**src/design/ddo_pkg.sv**
```systemverilog
// shared constants, widths and the arctangent table for the odometry block
// no dependencies; imported by ddo_cordic, ddo_div and diff_drive_odometry

package ddo_pkg;

   localparam int DATA_W     = 32;
   localparam int ANGLE_W    = 32;
   localparam int CMD_W      = 2;
   localparam int CFG_W      = 24;
   localparam int CSR_ADDR_W = 2;

   localparam int REQ_DATA_W = 7 * DATA_W;
   localparam int RSP_DATA_W = 3 * DATA_W;

   localparam logic [CMD_W-1:0] CMD_BODY  = 2'd0;
   localparam logic [CMD_W-1:0] CMD_WHEEL = 2'd1;
   localparam logic [CMD_W-1:0] CMD_LOAD  = 2'd2;

   localparam logic [CSR_ADDR_W-1:0] CSR_WHEEL_RADIUS = 2'd0;
   localparam logic [CSR_ADDR_W-1:0] CSR_AXLE_LENGTH  = 2'd1;
   localparam logic [CSR_ADDR_W-1:0] CSR_TIME_STEP    = 2'd2;

   localparam logic [CFG_W-1:0] RADIUS_RST = 24'd6554;
   localparam logic [CFG_W-1:0] AXLE_RST   = 24'd32768;
   localparam logic [CFG_W-1:0] TSTEP_RST  = 24'd167772;

   // fraction bits of velocities and positions
   localparam int FRAC_BITS  = 16;
   localparam int TURN_SHIFT = FRAC_BITS + 26 - 32;

   localparam int V_SHIFT    = 17;
   localparam int TRIG_SHIFT = 30;
   localparam int TS_SHIFT   = 24;

   // multiplier operand and product widths
   localparam int MUL_W  = 33;
   localparam int PROD_W = 2 * MUL_W;

   // divider: magnitude of radius times wheel-rate difference
   localparam int DIV_W = 56;

   localparam int CORDIC_W          = 34;
   localparam int TRIG_W            = 33;
   localparam int ATAN_IDX_W        = 5;
   localparam int CORDIC_STEPS_DFLT = 24;

   localparam logic signed [CORDIC_W-1:0] GAIN_Q30     = 34'sd652032874;
   localparam logic [DATA_W-1:0]          TURN_PER_RAD = 32'd2734261102;

   typedef struct packed {
      logic [DATA_W-1:0] value;
      logic              hit;
   } clip_type;

   // atan(2^-k) as a fraction of a full turn, 2^32 per turn
   function automatic logic [ANGLE_W-1:0] atan_turn(input logic [ATAN_IDX_W-1:0] k);
      logic [ANGLE_W-1:0] a;
      case (k)
         5'd0:  a = 32'h20000000;
         5'd1:  a = 32'h12E4051E;
         5'd2:  a = 32'h09FB385B;
         5'd3:  a = 32'h051111D4;
         5'd4:  a = 32'h028B0D43;
         5'd5:  a = 32'h0145D7E1;
         5'd6:  a = 32'h00A2F61E;
         5'd7:  a = 32'h00517C55;
         5'd8:  a = 32'h0028BE53;
         5'd9:  a = 32'h00145F2F;
         5'd10: a = 32'h000A2F98;
         5'd11: a = 32'h000517CC;
         5'd12: a = 32'h00028BE6;
         5'd13: a = 32'h000145F3;
         5'd14: a = 32'h0000A2FA;
         5'd15: a = 32'h0000517D;
         5'd16: a = 32'h000028BE;
         5'd17: a = 32'h0000145F;
         5'd18: a = 32'h00000A30;
         5'd19: a = 32'h00000518;
         5'd20: a = 32'h0000028C;
         5'd21: a = 32'h00000146;
         5'd22: a = 32'h000000A3;
         5'd23: a = 32'h00000051;
         5'd24: a = 32'h00000029;
         5'd25: a = 32'h00000014;
         5'd26: a = 32'h0000000A;
         5'd27: a = 32'h00000005;
         5'd28: a = 32'h00000003;
         5'd29: a = 32'h00000001;
         5'd30: a = 32'h00000001;
         default: a = 32'h00000000;
      endcase
      return a;
   endfunction

endpackage

```
**src/design/ddo_cordic.sv**
```systemverilog
// iterative rotation-mode cordic: one micro-rotation per cycle, cos and sin in q2.30
// depends on ddo_pkg

module ddo_cordic #(
   parameter int STEPS = ddo_pkg::CORDIC_STEPS_DFLT
) (
   input  logic                                clock,
   input  logic                                reset,
   input  logic                                start,
   input  logic [ddo_pkg::ANGLE_W-1:0]         angle,
   output logic                                done,
   output logic signed [ddo_pkg::TRIG_W-1:0]   cos_q,
   output logic signed [ddo_pkg::TRIG_W-1:0]   sin_q
);
   import ddo_pkg::*;

   localparam int CntW = (STEPS > 1) ? $clog2(STEPS) : 1;
   localparam logic [CntW-1:0] LastCnt = CntW'(STEPS - 1);

   logic                       busy_ff, busy_in;
   logic                       done_ff, done_in;
   logic                       flip_ff, flip_in;
   logic [CntW-1:0]            cnt_ff, cnt_in;
   logic signed [CORDIC_W-1:0] x_ff, x_in, y_ff, y_in, z_ff, z_in;
   logic signed [CORDIC_W-1:0] x_sh, y_sh, atan_ext;
   logic [ANGLE_W-1:0]         ang_fold;
   logic                       start_flip;

   always_comb begin
      // second and third quadrant are folded by a half turn and negated at the end
      start_flip = angle[ANGLE_W-1] ^ angle[ANGLE_W-2];
      ang_fold   = angle ^ {start_flip, {(ANGLE_W-1){1'b0}}};
      x_sh       = x_ff >>> cnt_ff;
      y_sh       = y_ff >>> cnt_ff;
      atan_ext   = $signed({{(CORDIC_W-ANGLE_W){1'b0}}, atan_turn(ATAN_IDX_W'(cnt_ff))});

      busy_in = busy_ff;
      done_in = 1'b0;
      flip_in = flip_ff;
      cnt_in  = cnt_ff;
      x_in    = x_ff;
      y_in    = y_ff;
      z_in    = z_ff;

      if (start) begin
         busy_in = 1'b1;
         cnt_in  = '0;
         flip_in = start_flip;
         x_in    = GAIN_Q30;
         y_in    = '0;
         z_in    = CORDIC_W'($signed(ang_fold));
      end else if (busy_ff) begin
         if (!z_ff[CORDIC_W-1]) begin
            x_in = x_ff - y_sh;
            y_in = y_ff + x_sh;
            z_in = z_ff - atan_ext;
         end else begin
            x_in = x_ff + y_sh;
            y_in = y_ff - x_sh;
            z_in = z_ff + atan_ext;
         end
         cnt_in = cnt_ff + 1'b1;
         if (cnt_ff == LastCnt) begin
            busy_in = 1'b0;
            done_in = 1'b1;
         end
      end
   end

   always_ff @(posedge clock) begin
      if (reset) begin
         busy_ff <= 1'b0;
         done_ff <= 1'b0;
      end else begin
         busy_ff <= busy_in;
         done_ff <= done_in;
      end
      flip_ff <= flip_in;
      cnt_ff  <= cnt_in;
      x_ff    <= x_in;
      y_ff    <= y_in;
      z_ff    <= z_in;
   end

   assign done  = done_ff;
   assign cos_q = TRIG_W'(flip_ff ? -x_ff : x_ff);
   assign sin_q = TRIG_W'(flip_ff ? -y_ff : y_ff);

endmodule

```
**config.mk**
```make
export PLATFORM = sky130hd
export DESIGN_NAME = ddo_cordic
export DESIGN_NICKNAME = d
export VERILOG_FILES = /design/src/design/ddo_pkg.sv /design/src/design/ddo_cordic.sv
export SDC_FILE = /design/constraint.sdc
export NUM_CORES = 1
export LEC_CHECK = 0
export BUFFER_PORTS_ARGS = -buffer_cell sky130_fd_sc_hd__buf_4
export CELL_PAD_IN_SITES_DETAIL_PLACEMENT = 1
export CELL_PAD_IN_SITES_GLOBAL_PLACEMENT = 2
export CORE_MARGIN = 8
export CORE_UTILIZATION = 39
export CTS_BUF_LIST = sky130_fd_sc_hd__clkbuf_8
export DETAILED_ROUTE_END_ITERATION = 10
export PLACE_DENSITY = 0.85
export SYNTH_ARGS = -nofsm -noshare
export SYNTH_HDL_FRONTEND = slang
export SYNTH_SLANG_ARGS = --single-unit
```
**constraint.sdc**
```tcl
create_clock -name clock -period 8.35 [get_ports clock]
set_clock_uncertainty 0.15 [all_clocks]
set_input_delay 0 -clock clock [delete_from_list [all_inputs] [get_ports clock]]
set_output_delay 0 -clock clock [all_outputs]
set_load 0.05 [all_outputs]
```
==> results_tabular.tex <==
\begin{tabular}{lr}
\hline
Metric & Value \\
\hline
\multicolumn{2}{l}{\textbf{Critical path}} \\
Cell seen most often among critical-path stages & sky130\_fd\_sc\_hd\_\_a21oi\_1 \\
Largest fanout of any net on the critical path & 58 \\
Kind of cell adding the most delay to the critical path & compound AO/OA/AOI/OAI gates \\
Crit end category & flop \\
Path type of the worst setup path & reg2reg \\
CP required & 8.68 ns \\
Buffers \& Inverters on Critical Path & 2 \\
Crit-path max cell delay & 0.93 ns \\
Worst endpoint data arrival time & 8.04 ns \\
Worst setup SP type & flop \\
Slowest stage cell, crit path & sky130\_fd\_sc\_hd\_\_dfxtp\_4 \\
Cells traversed along the worst timing path & buf\_4, mux4\_1, mux2i\_1, o22ai\_1, a21oi\_2, or4b\_1, nand4bb\_1, nor2\_1, nand2\_1, o41a\_1, xor2\_1, ha\_1, a21oi\_1, o21ai\_0, a21oi\_1, inv\_1, a31oi\_1, a21oi\_1, a31o\_2, or2\_2, mux2i\_1, mux2\_1 \\
\multicolumn{2}{l}{\textbf{Clock tree}} \\
CTS tree & yes \\
Clock latency at the later pin of the worst-skew pair & around 0.60 ns \\
CTS sink count & between 100 and 150 \\
Clock-pin transition on the worst setup and hold timing paths & 0.12 ns \\
Total clock buffers created by CTS & 17 \\
Clock buffer depth & 2 \\
Number of H-tree levels & 4 \\
Cell at the root of the clock tree & sky130\_fd\_sc\_hd\_\_clkbuf\_8 \\
Resize count post-CTS & 0 \\
\multicolumn{2}{l}{\textbf{Synthesis}} \\
Most common cell in the synthesized netlist & sky130\_fd\_sc\_hd\_\_nand2\_1 \\
Unique masters post-synth & 98 \\
Leading cell types by total area after synthesis & sky130\_fd\_sc\_hd\_\_dfxtp\_1, sky130\_fd\_sc\_hd\_\_mux4\_2, sky130\_fd\_sc\_hd\_\_ha\_1 \\
Number of synthesized register bits & 140 \\
Synthesized-area fraction occupied by xor and xnor cells & 0.106 \\
Synthesized-area fraction occupied by ao, oa, aoi and oai cells & 0.243 \\
Main combinational cell family by area after synthesis & compound AO/OA/AOI/OAI gates \\
Number of synthesized flops with an enable pin & 35 \\
Area fraction of the dominant cell type after synthesis & 0.110 \\
Multiplexer fraction of the synthesized cell area & 0.163 \\
Fraction of registers with async set or reset after synthesis & 0 \\
Synth cell count leaders & sky130\_fd\_sc\_hd\_\_nand2\_1, sky130\_fd\_sc\_hd\_\_nor2\_1, sky130\_fd\_sc\_hd\_\_a21oi\_1 \\
Post-synthesis simple-gate area fraction & 0.190 \\
Fraction of the yosys area taken by sequential cells & 0.165 \\
Mean post-synth cell area & 7.99 um\^{}2 \\
YS warnings & 0 \\
Post-synthesis adder-cell area fraction & 0.0766 \\
Synth Net Count & around 2500 \\
Area of the mapped netlist & approximately 19000 um\^{}2 \\
Post-synthesis cell count & between 2000 and 2500 \\
Post-synthesis cell type with the largest combined area & sky130\_fd\_sc\_hd\_\_dfxtp\_1 \\
Primary FF master, synth & sky130\_fd\_sc\_hd\_\_dfxtp\_1 \\
\multicolumn{2}{l}{\textbf{Placement}} \\
Number of input and output port buffers inserted & around 100 \\
Total instance count after detailed placement & 2975 \\
Placement-stage cell area & 20200 um\^{}2 \\
Place WS & 0.785 ns \\
Routability-driven placement congestion ratio & 1.02 \\
Half-perimeter wire length after detailed placement & 58.1 mm \\
\multicolumn{2}{l}{\textbf{Final layout}} \\
Proportion of layout cells with a drive suffix above 1 & 0.150 \\
Final Instance Area & between 20000 and 25000 um\^{}2 \\
Post-route non-filler standard cell count & 3059 \\
Synthesis-to-finish area growth & 10.5\% \\
Nets & 2573 \\
\multicolumn{2}{l}{\textbf{Min path}} \\
Hold Crit Class & in2reg \\
\multicolumn{2}{l}{\textbf{Die}} \\
Area of the core region & 48600 um\^{}2 \\
Total Die Area & roughly 56000 um\^{}2 \\
Initial Utilization & 0.392 \\
Die span in y & 237 um \\
Cell Rows & 81 \\
Chip Width & 237 um \\
Top-level I/O count & between 100 and 150 \\
\multicolumn{2}{l}{\textbf{STA}} \\
Fraction of the cycle the final worst path needs & 0.924 \\
Unrepaired setup endpoints after global routing & no \\
Fin. Hold Viols & 0 \\
Final setup fails & 0 \\
Max Fclk & around 130 MHz \\
Total Negative Setup Slacks & 0 ns \\
Number of pins with negative max-slew slack in the final report & 0 \\
Shortest period the worst path allows & 7.71 ns \\
Worst Slack Setup Final & 0.635 ns \\
Remaining max-slew budget at the tightest pin & 0.161 \\
Actual slew at the worst max-slew pin & 1.24 ns \\
\multicolumn{2}{l}{\textbf{Route}} \\
First-pass iteration count of the detailed router & 5 \\
Aggregate routed wire length & 78.2 mm \\
Residual DRC count & 0 \\
Antenna Nets Post-Route & 0 \\
Detailed router's first-iteration violation count & 1667 \\
Detailed-route via count & 19600 \\
Via density & 6.40 \\
Mean routed wirelength per cell & 25.6 um \\
\multicolumn{2}{l}{\textbf{Power and ir drop}} \\
Ratio of total power to cell area & 446 nW/um\^{}2 \\
Static power due to leakage & 8.40 nW \\
Peak supply drop & 0.229 mV \\
\multicolumn{2}{l}{\textbf{Global routing}} \\
Via count of the first global-routing pass & 19900 \\
Gr ovfl total & 0 \\
Tot GR Track Use & 0.272 \\
Antenna violations before repair & 1 \\
First-pass GRT wire length & 120 mm \\
Maximum number of pins on one net before global-route repair & 77 \\
\multicolumn{2}{l}{\textbf{Flow run}} \\
Number of maximum-capacitance constraint violations & 0 \\
\multicolumn{2}{l}{\textbf{Outcome}} \\
Result of the run & completed \\
\hline
\end{tabular}
-- placed cells by master (no fill, tap or decap), types with 34 or more instances in the layout --
cell type                       count
sky130_fd_sc_hd__nand2_1          240
sky130_fd_sc_hd__nor2_1           224
sky130_fd_sc_hd__a21oi_1          178
sky130_fd_sc_hd__o21ai_0          167
sky130_fd_sc_hd__buf_4            151
sky130_fd_sc_hd__xnor2_1          129
sky130_fd_sc_hd__ha_1             112
sky130_fd_sc_hd__xor2_1           101
sky130_fd_sc_hd__dfxtp_1           99
sky130_fd_sc_hd__mux4_2            85
sky130_fd_sc_hd__mux2i_1           73
sky130_fd_sc_hd__a21o_1            57
sky130_fd_sc_hd__nor3_1            51
sky130_fd_sc_hd__dlygate4sd3_1     51
sky130_fd_sc_hd__inv_1             45
sky130_fd_sc_hd__nand3_1           36
sky130_fd_sc_hd__mux2_2            35
sky130_fd_sc_hd__edfxtp_1          35
sky130_fd_sc_hd__nand2b_1          34
-- per-layer routing --
layer,vias to the layer above,wire length [um],global-route usage
met5,-,0,0
met4,0,3940,0.147
met3,195,4440,0.0456
li1,8899,-,-
met1,9783,33200,0.341
met2,713,36600,0.444
-- report_power, final --
part / switching, mW / internal (mW)
Sequential: 0.592 / 0.946
Clock: 0.356 / 0.279
Combinational: 4.28 / 2.95
Total: 5.23 / 4.18
-- flip-flops by register name, summed over array words and instances (netlist names) --
register	count
flip_ff	1
z_ff	34
cnt_ff	5
done	1
y_ff	34
x_ff	34
busy_ff	1
atan_ext	30
-- worst min-delay path: stages --
cell,delay [ns]
sky130_fd_sc_hd__dlygate4sd3_1,0.52
sky130_fd_sc_hd__buf_4,0.10
sky130_fd_sc_hd__nand2_1,0.04
sky130_fd_sc_hd__o31ai_1,0.05
-- repair_timing --
action,in CTS,in global routing
endpoints found under the hold margin,60,0
buffers inserted,0,0
hold buffers,51,0
-- per-stage QoR --
stage	utilization	power, mW	hold WS, ns
finish	0.433	9.41	0.0846
global route	0.433	10.1	0.0637
CTS	0.433	9.35	0.00241
detailed placement	0.415	8.61	0.0507
global placement	0.415	8.43	0.0480
floorplan	-	6.71	-0.0776
-- final cells by class --
type / instances / area, um^2
Tap cell: 622 / 778
Inverter: 52 / 195
Multi-Input combinational cell: 2009 / 14900
Clock buffer: 18 / 248
Fill cell: 5875 / 27600
Clock inverter: 14 / 158
Sequential cell: 140 / 3170
Timing Repair Buffer: 203 / 1660
Antenna cell: 1 / 2.50
-- kinds of logic (layout without fill, tap and decap cells) --
group | after synthesis | count (layout)
AOI/OAI and AO/OA | 708 | 708
xor gates and xnor gates | 230 | 230
adders and majority gates | 115 | 115
buffers and inverters | 240 | 287
DFF | 140 | 140
muxes | 197 | 197
other | 0 | 1
and+or+nand+nor | 759 | 759
-- path summary, 6_finish.rpt --
path	cells past startpoint	from	endpoint	slack (ns)
min	4	angle[19]	z_ff[19]	0.08
max reg2reg	22	cnt_ff[0]	x_ff[33]	0.64
min reg2reg	2	x_ff[31]	x_ff[31]	0.46
max	22	cnt_ff[0]	x_ff[33]	0.64
Note: power is estimated with default switching activity, not from simulation.
