## config.mk

```make
export PLATFORM = sky130hd
export DESIGN_NAME = ddo_div
export DESIGN_NICKNAME = d
export VERILOG_FILES = /design/src/design/ddo_pkg.sv /design/src/design/ddo_div.sv
export SDC_FILE = /design/constraint.sdc
export NUM_CORES = 1
export LEC_CHECK = 0
export ABC_CLOCK_PERIOD_IN_PS = 2900
export BUFFER_PORTS_ARGS = -buffer_cell sky130_fd_sc_hd__buf_4
export CAP_MARGIN = 10
export CORE_UTILIZATION = 45
export CTS_BUF_LIST = sky130_fd_sc_hd__clkbuf_8 sky130_fd_sc_hd__clkbuf_16
export DETAILED_ROUTE_END_ITERATION = 8
export GPL_TIMING_DRIVEN = 0
export HOLD_SLACK_MARGIN = 0.15
export PLACE_DENSITY = 0.77
export SYNTH_ARGS = -nofsm -noshare
export SYNTH_HDL_FRONTEND = slang
export SYNTH_SLANG_ARGS = --single-unit
```

## constraint.sdc

```tcl
create_clock -name clock -period 2.9 [get_ports clock]
set_input_delay 0.435 -clock clock [delete_from_list [all_inputs] [get_ports clock]]
set_output_delay 0.435 -clock clock [all_outputs]
set_load 0.02 [all_outputs]
```

## src/design/ddo_pkg.sv

```systemverilog
// shared constants, widths and the arctangent table for the odometry block
// no dependencies; imported by ddo_cordic, ddo_div and diff_drive_odometry

package ddo_pkg;

   localparam int DATA_W     = 32;
   localparam int ANGLE_W    = 32;
   localparam int CMD_W      = 2;
   localparam int CFG_W      = 24;
   localparam int CSR_ADDR_W = 2;

   localparam int REQ_DATA_W = 7 * DATA_W;
   localparam int RSP_DATA_W = 3 * DATA_W;

   localparam logic [CMD_W-1:0] CMD_BODY  = 2'd0;
   localparam logic [CMD_W-1:0] CMD_WHEEL = 2'd1;
   localparam logic [CMD_W-1:0] CMD_LOAD  = 2'd2;

   localparam logic [CSR_ADDR_W-1:0] CSR_WHEEL_RADIUS = 2'd0;
   localparam logic [CSR_ADDR_W-1:0] CSR_AXLE_LENGTH  = 2'd1;
   localparam logic [CSR_ADDR_W-1:0] CSR_TIME_STEP    = 2'd2;

   localparam logic [CFG_W-1:0] RADIUS_RST = 24'd6554;
   localparam logic [CFG_W-1:0] AXLE_RST   = 24'd32768;
   localparam logic [CFG_W-1:0] TSTEP_RST  = 24'd167772;

   // fraction bits of velocities and positions
   localparam int FRAC_BITS  = 16;
   localparam int TURN_SHIFT = FRAC_BITS + 26 - 32;

   localparam int V_SHIFT    = 17;
   localparam int TRIG_SHIFT = 30;
   localparam int TS_SHIFT   = 24;

   // multiplier operand and product widths
   localparam int MUL_W  = 33;
   localparam int PROD_W = 2 * MUL_W;

   // divider: magnitude of radius times wheel-rate difference
   localparam int DIV_W = 56;

   localparam int CORDIC_W          = 34;
   localparam int TRIG_W            = 33;
   localparam int ATAN_IDX_W        = 5;
   localparam int CORDIC_STEPS_DFLT = 24;

   localparam logic signed [CORDIC_W-1:0] GAIN_Q30     = 34'sd652032874;
   localparam logic [DATA_W-1:0]          TURN_PER_RAD = 32'd2734261102;

   typedef struct packed {
      logic [DATA_W-1:0] value;
      logic              hit;
   } clip_type;

   // atan(2^-k) as a fraction of a full turn, 2^32 per turn
   function automatic logic [ANGLE_W-1:0] atan_turn(input logic [ATAN_IDX_W-1:0] k);
      logic [ANGLE_W-1:0] a;
      case (k)
         5'd0:  a = 32'h20000000;
         5'd1:  a = 32'h12E4051E;
         5'd2:  a = 32'h09FB385B;
         5'd3:  a = 32'h051111D4;
         5'd4:  a = 32'h028B0D43;
         5'd5:  a = 32'h0145D7E1;
         5'd6:  a = 32'h00A2F61E;
         5'd7:  a = 32'h00517C55;
         5'd8:  a = 32'h0028BE53;
         5'd9:  a = 32'h00145F2F;
         5'd10: a = 32'h000A2F98;
         5'd11: a = 32'h000517CC;
         5'd12: a = 32'h00028BE6;
         5'd13: a = 32'h000145F3;
         5'd14: a = 32'h0000A2FA;
         5'd15: a = 32'h0000517D;
         5'd16: a = 32'h000028BE;
         5'd17: a = 32'h0000145F;
         5'd18: a = 32'h00000A30;
         5'd19: a = 32'h00000518;
         5'd20: a = 32'h0000028C;
         5'd21: a = 32'h00000146;
         5'd22: a = 32'h000000A3;
         5'd23: a = 32'h00000051;
         5'd24: a = 32'h00000029;
         5'd25: a = 32'h00000014;
         5'd26: a = 32'h0000000A;
         5'd27: a = 32'h00000005;
         5'd28: a = 32'h00000003;
         5'd29: a = 32'h00000001;
         5'd30: a = 32'h00000001;
         default: a = 32'h00000000;
      endcase
      return a;
   endfunction

endpackage

```

## src/design/ddo_div.sv

```systemverilog
// restoring divider for the angular velocity from wheel rates, one quotient bit per cycle
// depends on ddo_pkg

module ddo_div (
   input  logic                         clock,
   input  logic                         reset,
   input  logic                         start,
   input  logic [ddo_pkg::DIV_W-1:0]    dividend,
   input  logic [ddo_pkg::CFG_W-1:0]    divisor,
   output logic                         done,
   output logic [ddo_pkg::DIV_W-1:0]    quotient
);
   import ddo_pkg::*;

   localparam int CntW = $clog2(DIV_W);
   localparam logic [CntW-1:0] LastCnt = CntW'(DIV_W - 1);

   logic             busy_ff, busy_in;
   logic             done_ff, done_in;
   logic [CntW-1:0]  cnt_ff, cnt_in;
   logic [DIV_W-1:0] q_ff, q_in;
   logic [CFG_W-1:0] rem_ff, rem_in;
   logic [CFG_W:0]   trial, trial_sub;
   logic             fits;

   always_comb begin
      // dividend bits leave at the top of q_ff while quotient bits enter at the bottom
      trial     = {rem_ff, q_ff[DIV_W-1]};
      trial_sub = trial - {1'b0, divisor};
      fits      = trial >= {1'b0, divisor};

      busy_in = busy_ff;
      done_in = 1'b0;
      cnt_in  = cnt_ff;
      q_in    = q_ff;
      rem_in  = rem_ff;

      if (start) begin
         busy_in = 1'b1;
         cnt_in  = '0;
         q_in    = dividend;
         rem_in  = '0;
      end else if (busy_ff) begin
         q_in   = {q_ff[DIV_W-2:0], fits};
         rem_in = fits ? trial_sub[CFG_W-1:0] : trial[CFG_W-1:0];
         cnt_in = cnt_ff + 1'b1;
         if (cnt_ff == LastCnt) begin
            busy_in = 1'b0;
            done_in = 1'b1;
         end
      end
   end

   always_ff @(posedge clock) begin
      if (reset) begin
         busy_ff <= 1'b0;
         done_ff <= 1'b0;
      end else begin
         busy_ff <= busy_in;
         done_ff <= done_in;
      end
      cnt_ff <= cnt_in;
      q_ff   <= q_in;
      rem_ff <= rem_in;
   end

   assign done     = done_ff;
   assign quotient = q_ff;

endmodule

```

==> results of run 1 <==
==> cells by family (layout without fill, tap and decap cells) <==
family,after synthesis,in the layout,share of synthesized area [%]
mux,61,61,13.1
fa+ha+maj,26,26,6.37
xor+xnor,21,21,3.52
buf+inv,56,213,4.70
simple gates,144,144,12.7
flops,88,88,44.5
compound gates,100,100,15.2
==> where the power goes <==
| part | switching, mW | internal [mW] | total (mW) |
|---|---|---|---|
| registers | 0.0771 | 1.48 | 1.55 |
| logic | 0.576 | 0.487 | 1.06 |
| clock network | 0.496 | 0.664 | 1.16 |
==> worst max-delay path: stages, from the launching register on <==
cell      delay, ns
edfxtp_1       0.41
inv_1          0.06
ha_1           0.21
fa_2           0.36
nor2b_1        0.15
o31a_1         0.32
o311ai_4       0.14
a31oi_2        0.29
nand3b_1       0.17
mux2_2         0.26
nand4_1        0.08
a311oi_1       0.26
==> registers in the layout, summed over array words and instances (netlist names) <==
signal and cells:
busy_ff 1, cnt_ff 6, done 1, quotient 56
rem_ff 24
==> cells in the final DEF, fill, tap and decap left out, drive strengths merged, types with 4 or more instances in the layout <==
cell / count
xor2: 11
nor2: 43
mux2: 58
o21ai: 17
dfxtp: 32
nand3: 11
a311oi: 20
nand2: 57
and3: 4
a21o: 6
inv: 33
nand4: 7
o21a: 5
buf: 145
or3: 5
edfxtp: 56
nor2b: 5
ha: 25
clkbuf: 31
a21oi: 26
xnor2: 10
==> metrics by stage <==
step | TNS (ns) | instances
floorplan | 0 | 496
global placement | -34.25 | 774
detailed placement | -1.35 | 775
CTS | 0 | 791
global route | -0.0275 | 793
finish | 0 | 793
==> area by class of cell <==
| class | count | area [um2] |
|---|---|---|
| Tap cell | 140 | 175 |
| Fill cell | 917 | 4260 |
| Multi-Input combinational cell | 352 | 2700 |
| Timing Repair Buffer | 141 | 1080 |
| Clock buffer | 9 | 225 |
| Clock inverter | 7 | 66.3 |
| Sequential cell | 88 | 2320 |
| Inverter | 30 | 113 |
| Buffer | 26 | 136 |
==> routing by layer <==
metal,track usage [%],vias to the layer above
li1,-,2134
met1,29.5,2058
met2,36.7,126
met3,3.97,32
met4,7.90,0
met5,0,-
==> repair_timing <==
item                       in CTS  in global routing
setup endpoints to repair       0                 20
hold buffers                    0                  0
buffers inserted                0                  2
gates resized for setup         0                  8
==> path summary, 6_finish.rpt <==
check	endpoint	slack, ns	depth (start not counted)
min	busy_ff	0.27	2
max reg2reg	rem_ff[20]	0.10	11
max	rem_ff[20]	0.10	11
min reg2reg	cnt_ff[5]	0.49	2
==> flow_metrics.tcl, run 1 <==
set metrics [dict create \
    status "finished clean" \
    clock_skew_ns 0.00749 \
    syn-num-nets 605 \
    synth_edf_count 56 \
    synth_area_um2 5220 \
    antenna_cells 0 \
    drv_cap 0 \
    setup-violations-final 0 \
    dpl.hpwl_mm 9.93 \
    die_area_um2 12000 \
    htreeDepth 3 \
    io_pins 140 \
    start_util_pct 47.1 \
    timing.fmax_mhz 357 \
    highest_layer "met4" \
    min_period_over_period_pct 96.5 \
    portBuffers 138 \
    cts_max_path_buffers 2 \
    nets 757 \
    period_minus_slack_ns 2.80 \
    cts_num_sinks 88 \
    placed_area_um2 6460 \
    hold_start "reset" \
    ys_top_cells_by_count "58 x mux2_2, 56 x edfxtp_1, 56 x nand2_1, 42 x nor2_1, 32 x dfxtp_1" \
    endpoint_kind "flip-flop" \
    avgSynthCellArea_um2 10.5 \
    p_leak_nw 2.88 \
    setup_slack_ns 0.102 \
    vdd_ir_drop_max_mv 0.413 \
    ys_warn_count 0 \
    crit_path_max_fanout 4 \
    route.met2.wl_mm 6.58 \
    hold_path_class "input port to flip-flop" \
    drt-vias-per-instance 5.49 \
    async_reset_ff_share_pct 0 \
    arrival_ns 3.04 \
    synth.most_common_cell "mux2_2" \
    grt_antenna_before_repair 0 \
    cts_buffers 9 \
    worst_pin_slew_ns 0.830 \
    finalPower_mw 3.78 \
    wl_per_cell_um 16.8 \
    fin_hold_ws_ns 0.271 \
    vias 4350 \
    wl_met3_um 593 \
    finalInstanceArea_um2 6820 \
    grt_usage_pct 22.3 \
    clk_pin_slew_ns 0.06 \
    setup.worst_path.start "quotient[55]" \
    required_ns 3.14 \
    yosysTopAreaCellShare_pct 32.2 \
    ys_seq_elements 88 \
    grt_max_degree 34 \
    core_um2 11100 \
    ys_seq_area_share_pct 44.5 \
    root_buffer "clkbuf_16" \
    r2r_start "quotient[55]" \
    ys_types 57 \
    dr.first_iter.drc_count 300 \
    slew_viol_final 0 \
    routed_wl_mm 13.3 \
    synth_top_area_cell "edfxtp_1" \
    gp_congestion 0.938 \
    path_class "flip-flop to flip-flop" \
    fin_util_pct 61.5 \
    drc 0 \
    ant_nets 0 \
    syn_to_final_growth_pct 30.5 \
    startpoint_type "flip-flop" \
    die_h_um 110 \
    drt-met1-wl_mm 5.80 \
    hold_viol 0 \
    globalRouteOverflowTotal 0 \
    power.density_nw_per_um2 554 \
    synth.area.top_cells "edfxtp_1 32%, mux2_2 13%, dfxtp_1 12%" \
    cts_tree "yes" \
    layout-drive-gt1-share_pct 36.6 \
    post-place-ws_ns -0.124 \
    die_w_um 110 \
    clock_latency_ns 0.34 \
    grt_first_pass_wirelength_mm 20.6 \
    max_slew_margin_pct 44.5 \
    grt_pass1_vias 4276 \
    synthFlopType "edfxtp_1" \
    rows 38 \
    synth_cells 496 \
    first_pass_iters 5 \
]
Note: power is estimated with default switching activity, not from simulation.
==> inputs of run 2 (changes only) <==
--- a/config.mk
+++ b/config.mk
@@ -5,7 +5,7 @@
 export SDC_FILE = /design/constraint.sdc
 export NUM_CORES = 1
 export LEC_CHECK = 0
-export ABC_CLOCK_PERIOD_IN_PS = 2900
+export ABC_CLOCK_PERIOD_IN_PS = 3350
 export BUFFER_PORTS_ARGS = -buffer_cell sky130_fd_sc_hd__buf_4
 export CAP_MARGIN = 10
 export CORE_UTILIZATION = 45
@@ -14,6 +14,8 @@
 export GPL_TIMING_DRIVEN = 0
 export HOLD_SLACK_MARGIN = 0.15
 export PLACE_DENSITY = 0.77
+export REMOVE_ABC_BUFFERS = 1
+export SLEW_MARGIN = 20
 export SYNTH_ARGS = -nofsm -noshare
 export SYNTH_HDL_FRONTEND = slang
 export SYNTH_SLANG_ARGS = --single-unit
==> constraint.sdc (replaced) <==
create_clock -name clock -period 3.35 [get_ports clock]
set_input_delay 0.5025 -clock clock [delete_from_list [all_inputs] [get_ports clock]]
set_output_delay 0.5025 -clock clock [all_outputs]
set_load 0.02 [all_outputs]
==> run 2 against run 1 <==
Worst setup slack improved by 0.26 ns. Fmax decreased by 6.3%. Sequential share of layout area increased by 1.1 points. Critical path type unchanged. Critical path depth decreased by 2.
==> flow_metrics.tcl, run 2 (synthesis gave the netlist of run 1 again) <==
set metrics [dict create \
    syn_to_final_growth_pct 26.6 \
    r2r_start "rem_ff[18]" \
    grt_first_pass_wirelength_mm 19.2 \
    first_pass_iters 4 \
    layout_commonest_cell "buf_4" \
    endpoint_kind "flip-flop" \
    slew_viol_final 0 \
    fill_cells 933 \
    gp_congestion 0.882 \
    dr.first_iter.drc_count 225 \
    cts_buffers 9 \
    worst_pin_slew_ns 1.09 \
    startpoint_type "flip-flop" \
    portBuffers 139 \
    drc 0 \
    p_int_mw 2.17 \
    crit_chain "ha_1, a21o_1, a21oi_2, a21oi_1, a2111oi_4, o211ai_1, nor2_4, nand2_1, a311oi_2" \
    grt_max_degree 88 \
    setup-violations-final 0 \
    hold_path_class "input port to flip-flop" \
    fin_cells 765 \
    required_ns 3.59 \
    rsz0062_at_grt "no" \
    hold_viol 0 \
    crit_buf_inv 0 \
    holdBufCountCts 0 \
    cts_setup_buffers 0 \
    clk_pin_slew_ns 0.07 \
    pwr-share-comb_pct 27.4 \
    timing.fmax_mhz 335 \
    dpl.hpwl_mm 9.02 \
    arrival_ns 3.23 \
    max_slew_margin_pct 27.2 \
    grt_pass1_vias 4109 \
    layout_common_cells "139 x buf_4, 58 x mux2_2, 56 x edfxtp_1" \
    fin_hold_ws_ns 0.321 \
    die_h_um 110 \
    fin_util_pct 59.7 \
    crit_path_max_fanout 20 \
    min_period_over_period_pct 89.1 \
    path_class "flip-flop to flip-flop" \
    largest_reg_flops 56 \
    period_minus_slack_ns 2.99 \
    power_switching_share_pct 30.5 \
    die_w_um 110 \
    p_seq_share_pct 43.4 \
    nets 730 \
    wl_per_cell_um 16.4 \
    layout-drive-gt1-share_pct 36.6 \
    finalPower_mw 3.12 \
    clock_skew_ns 0.00623 \
    power_frac_clock_pct 29.2 \
    multi_input_comb_area_um2 2670 \
    cts_tree "yes" \
    antenna_cells 0 \
    globalRouteOverflowTotal 0 \
    io_pins 140 \
    start_util_pct 47.1 \
    status "finished clean" \
    grt_usage_pct 20.8 \
    root_buffer "clkbuf_16" \
    drt-vias-per-instance 5.60 \
    hold_start "reset" \
    clock_latency_ns 0.34 \
    routed_wl_mm 12.6 \
    cts_num_sinks 88 \
    slowest_delay_ns 0.52 \
    ant_nets 0 \
    dp_cells 750 \
    slowest_stage "nor2_4" \
    power.density_nw_per_um2 472 \
    rows 38 \
    setup.worst_path.start "rem_ff[18]" \
    grt_antenna_before_repair 0 \
    switching_power_mw 0.953 \
    cts_max_path_buffers 2 \
    core_um2 11100 \
    htreeDepth 3 \
    p_leak_nw 2.80 \
    critPathTopFamily "compound AO/OA/AOI/OAI gates" \
    drv_cap 0 \
    vias 4282 \
    regArea_um2 2320 \
    vdd_ir_drop_max_mv 0.274 \
    die_area_um2 12000 \
]
[run 2: cell type report]
class,count,share of cell area [%]
Clock inverter,6,0.530
Inverter,30,1.70
Tap cell,140,2.65
Clock buffer,9,3.41
Multi-Input combinational cell,352,40.4
Sequential cell,88,35.2
Timing Repair Buffer,140,16.2
[run 2: worst paths after layout]
kind	depth (start not counted)	to	slack, ns
max	9	rem_ff[7]	0.36
min reg2reg	2	rem_ff[8]	0.50
min	2	busy_ff	0.32
max reg2reg	9	rem_ff[7]	0.36
[run 2: layer usage]
layer | vias up | share of wire [%] | track usage (%) | wire length (um)
met2 | 137 | 50 | 34.8 | 6310
met1 | 2042 | 42 | 25.9 | 5330
li1 | 2075 | - | - | -
met4 | 0 | 3.1 | 11.1 | 387
met5 | - | 0 | 0 | 0
met3 | 28 | 4.4 | 3.02 | 555
[run 2: power groups by stage]
stage | Sequential, mW | Clock [mW] | Combinational, mW
floorplan | 1.46 | 0 | 0.442
global placement | 1.38 | 0 | 0.818
detailed placement | 1.38 | 0 | 0.849
CTS | 1.35 | 0.931 | 0.855
global route | 1.37 | 0.971 | 0.929
finish | 1.35 | 0.911 | 0.855
[run 2: repair_timing]
item / CTS / global route
endpoints found under the setup margin: 0 / 19
gates resized for setup: 0 / 1
endpoints found under the hold margin: 0 / 0
[run 2: stage by stage]
step	setup WS [ns]	setup TNS, ns	instance area, um2
3_5_place_dp	-0.197	-3.02	6340
5_1_grt	0.171	0	6610
2_1_floorplan	0.108	0	5090
6_report	0.365	0	6610
3_3_place_gp	-0.991	-57.17	6310
4_1_cts	0.133	0	6610
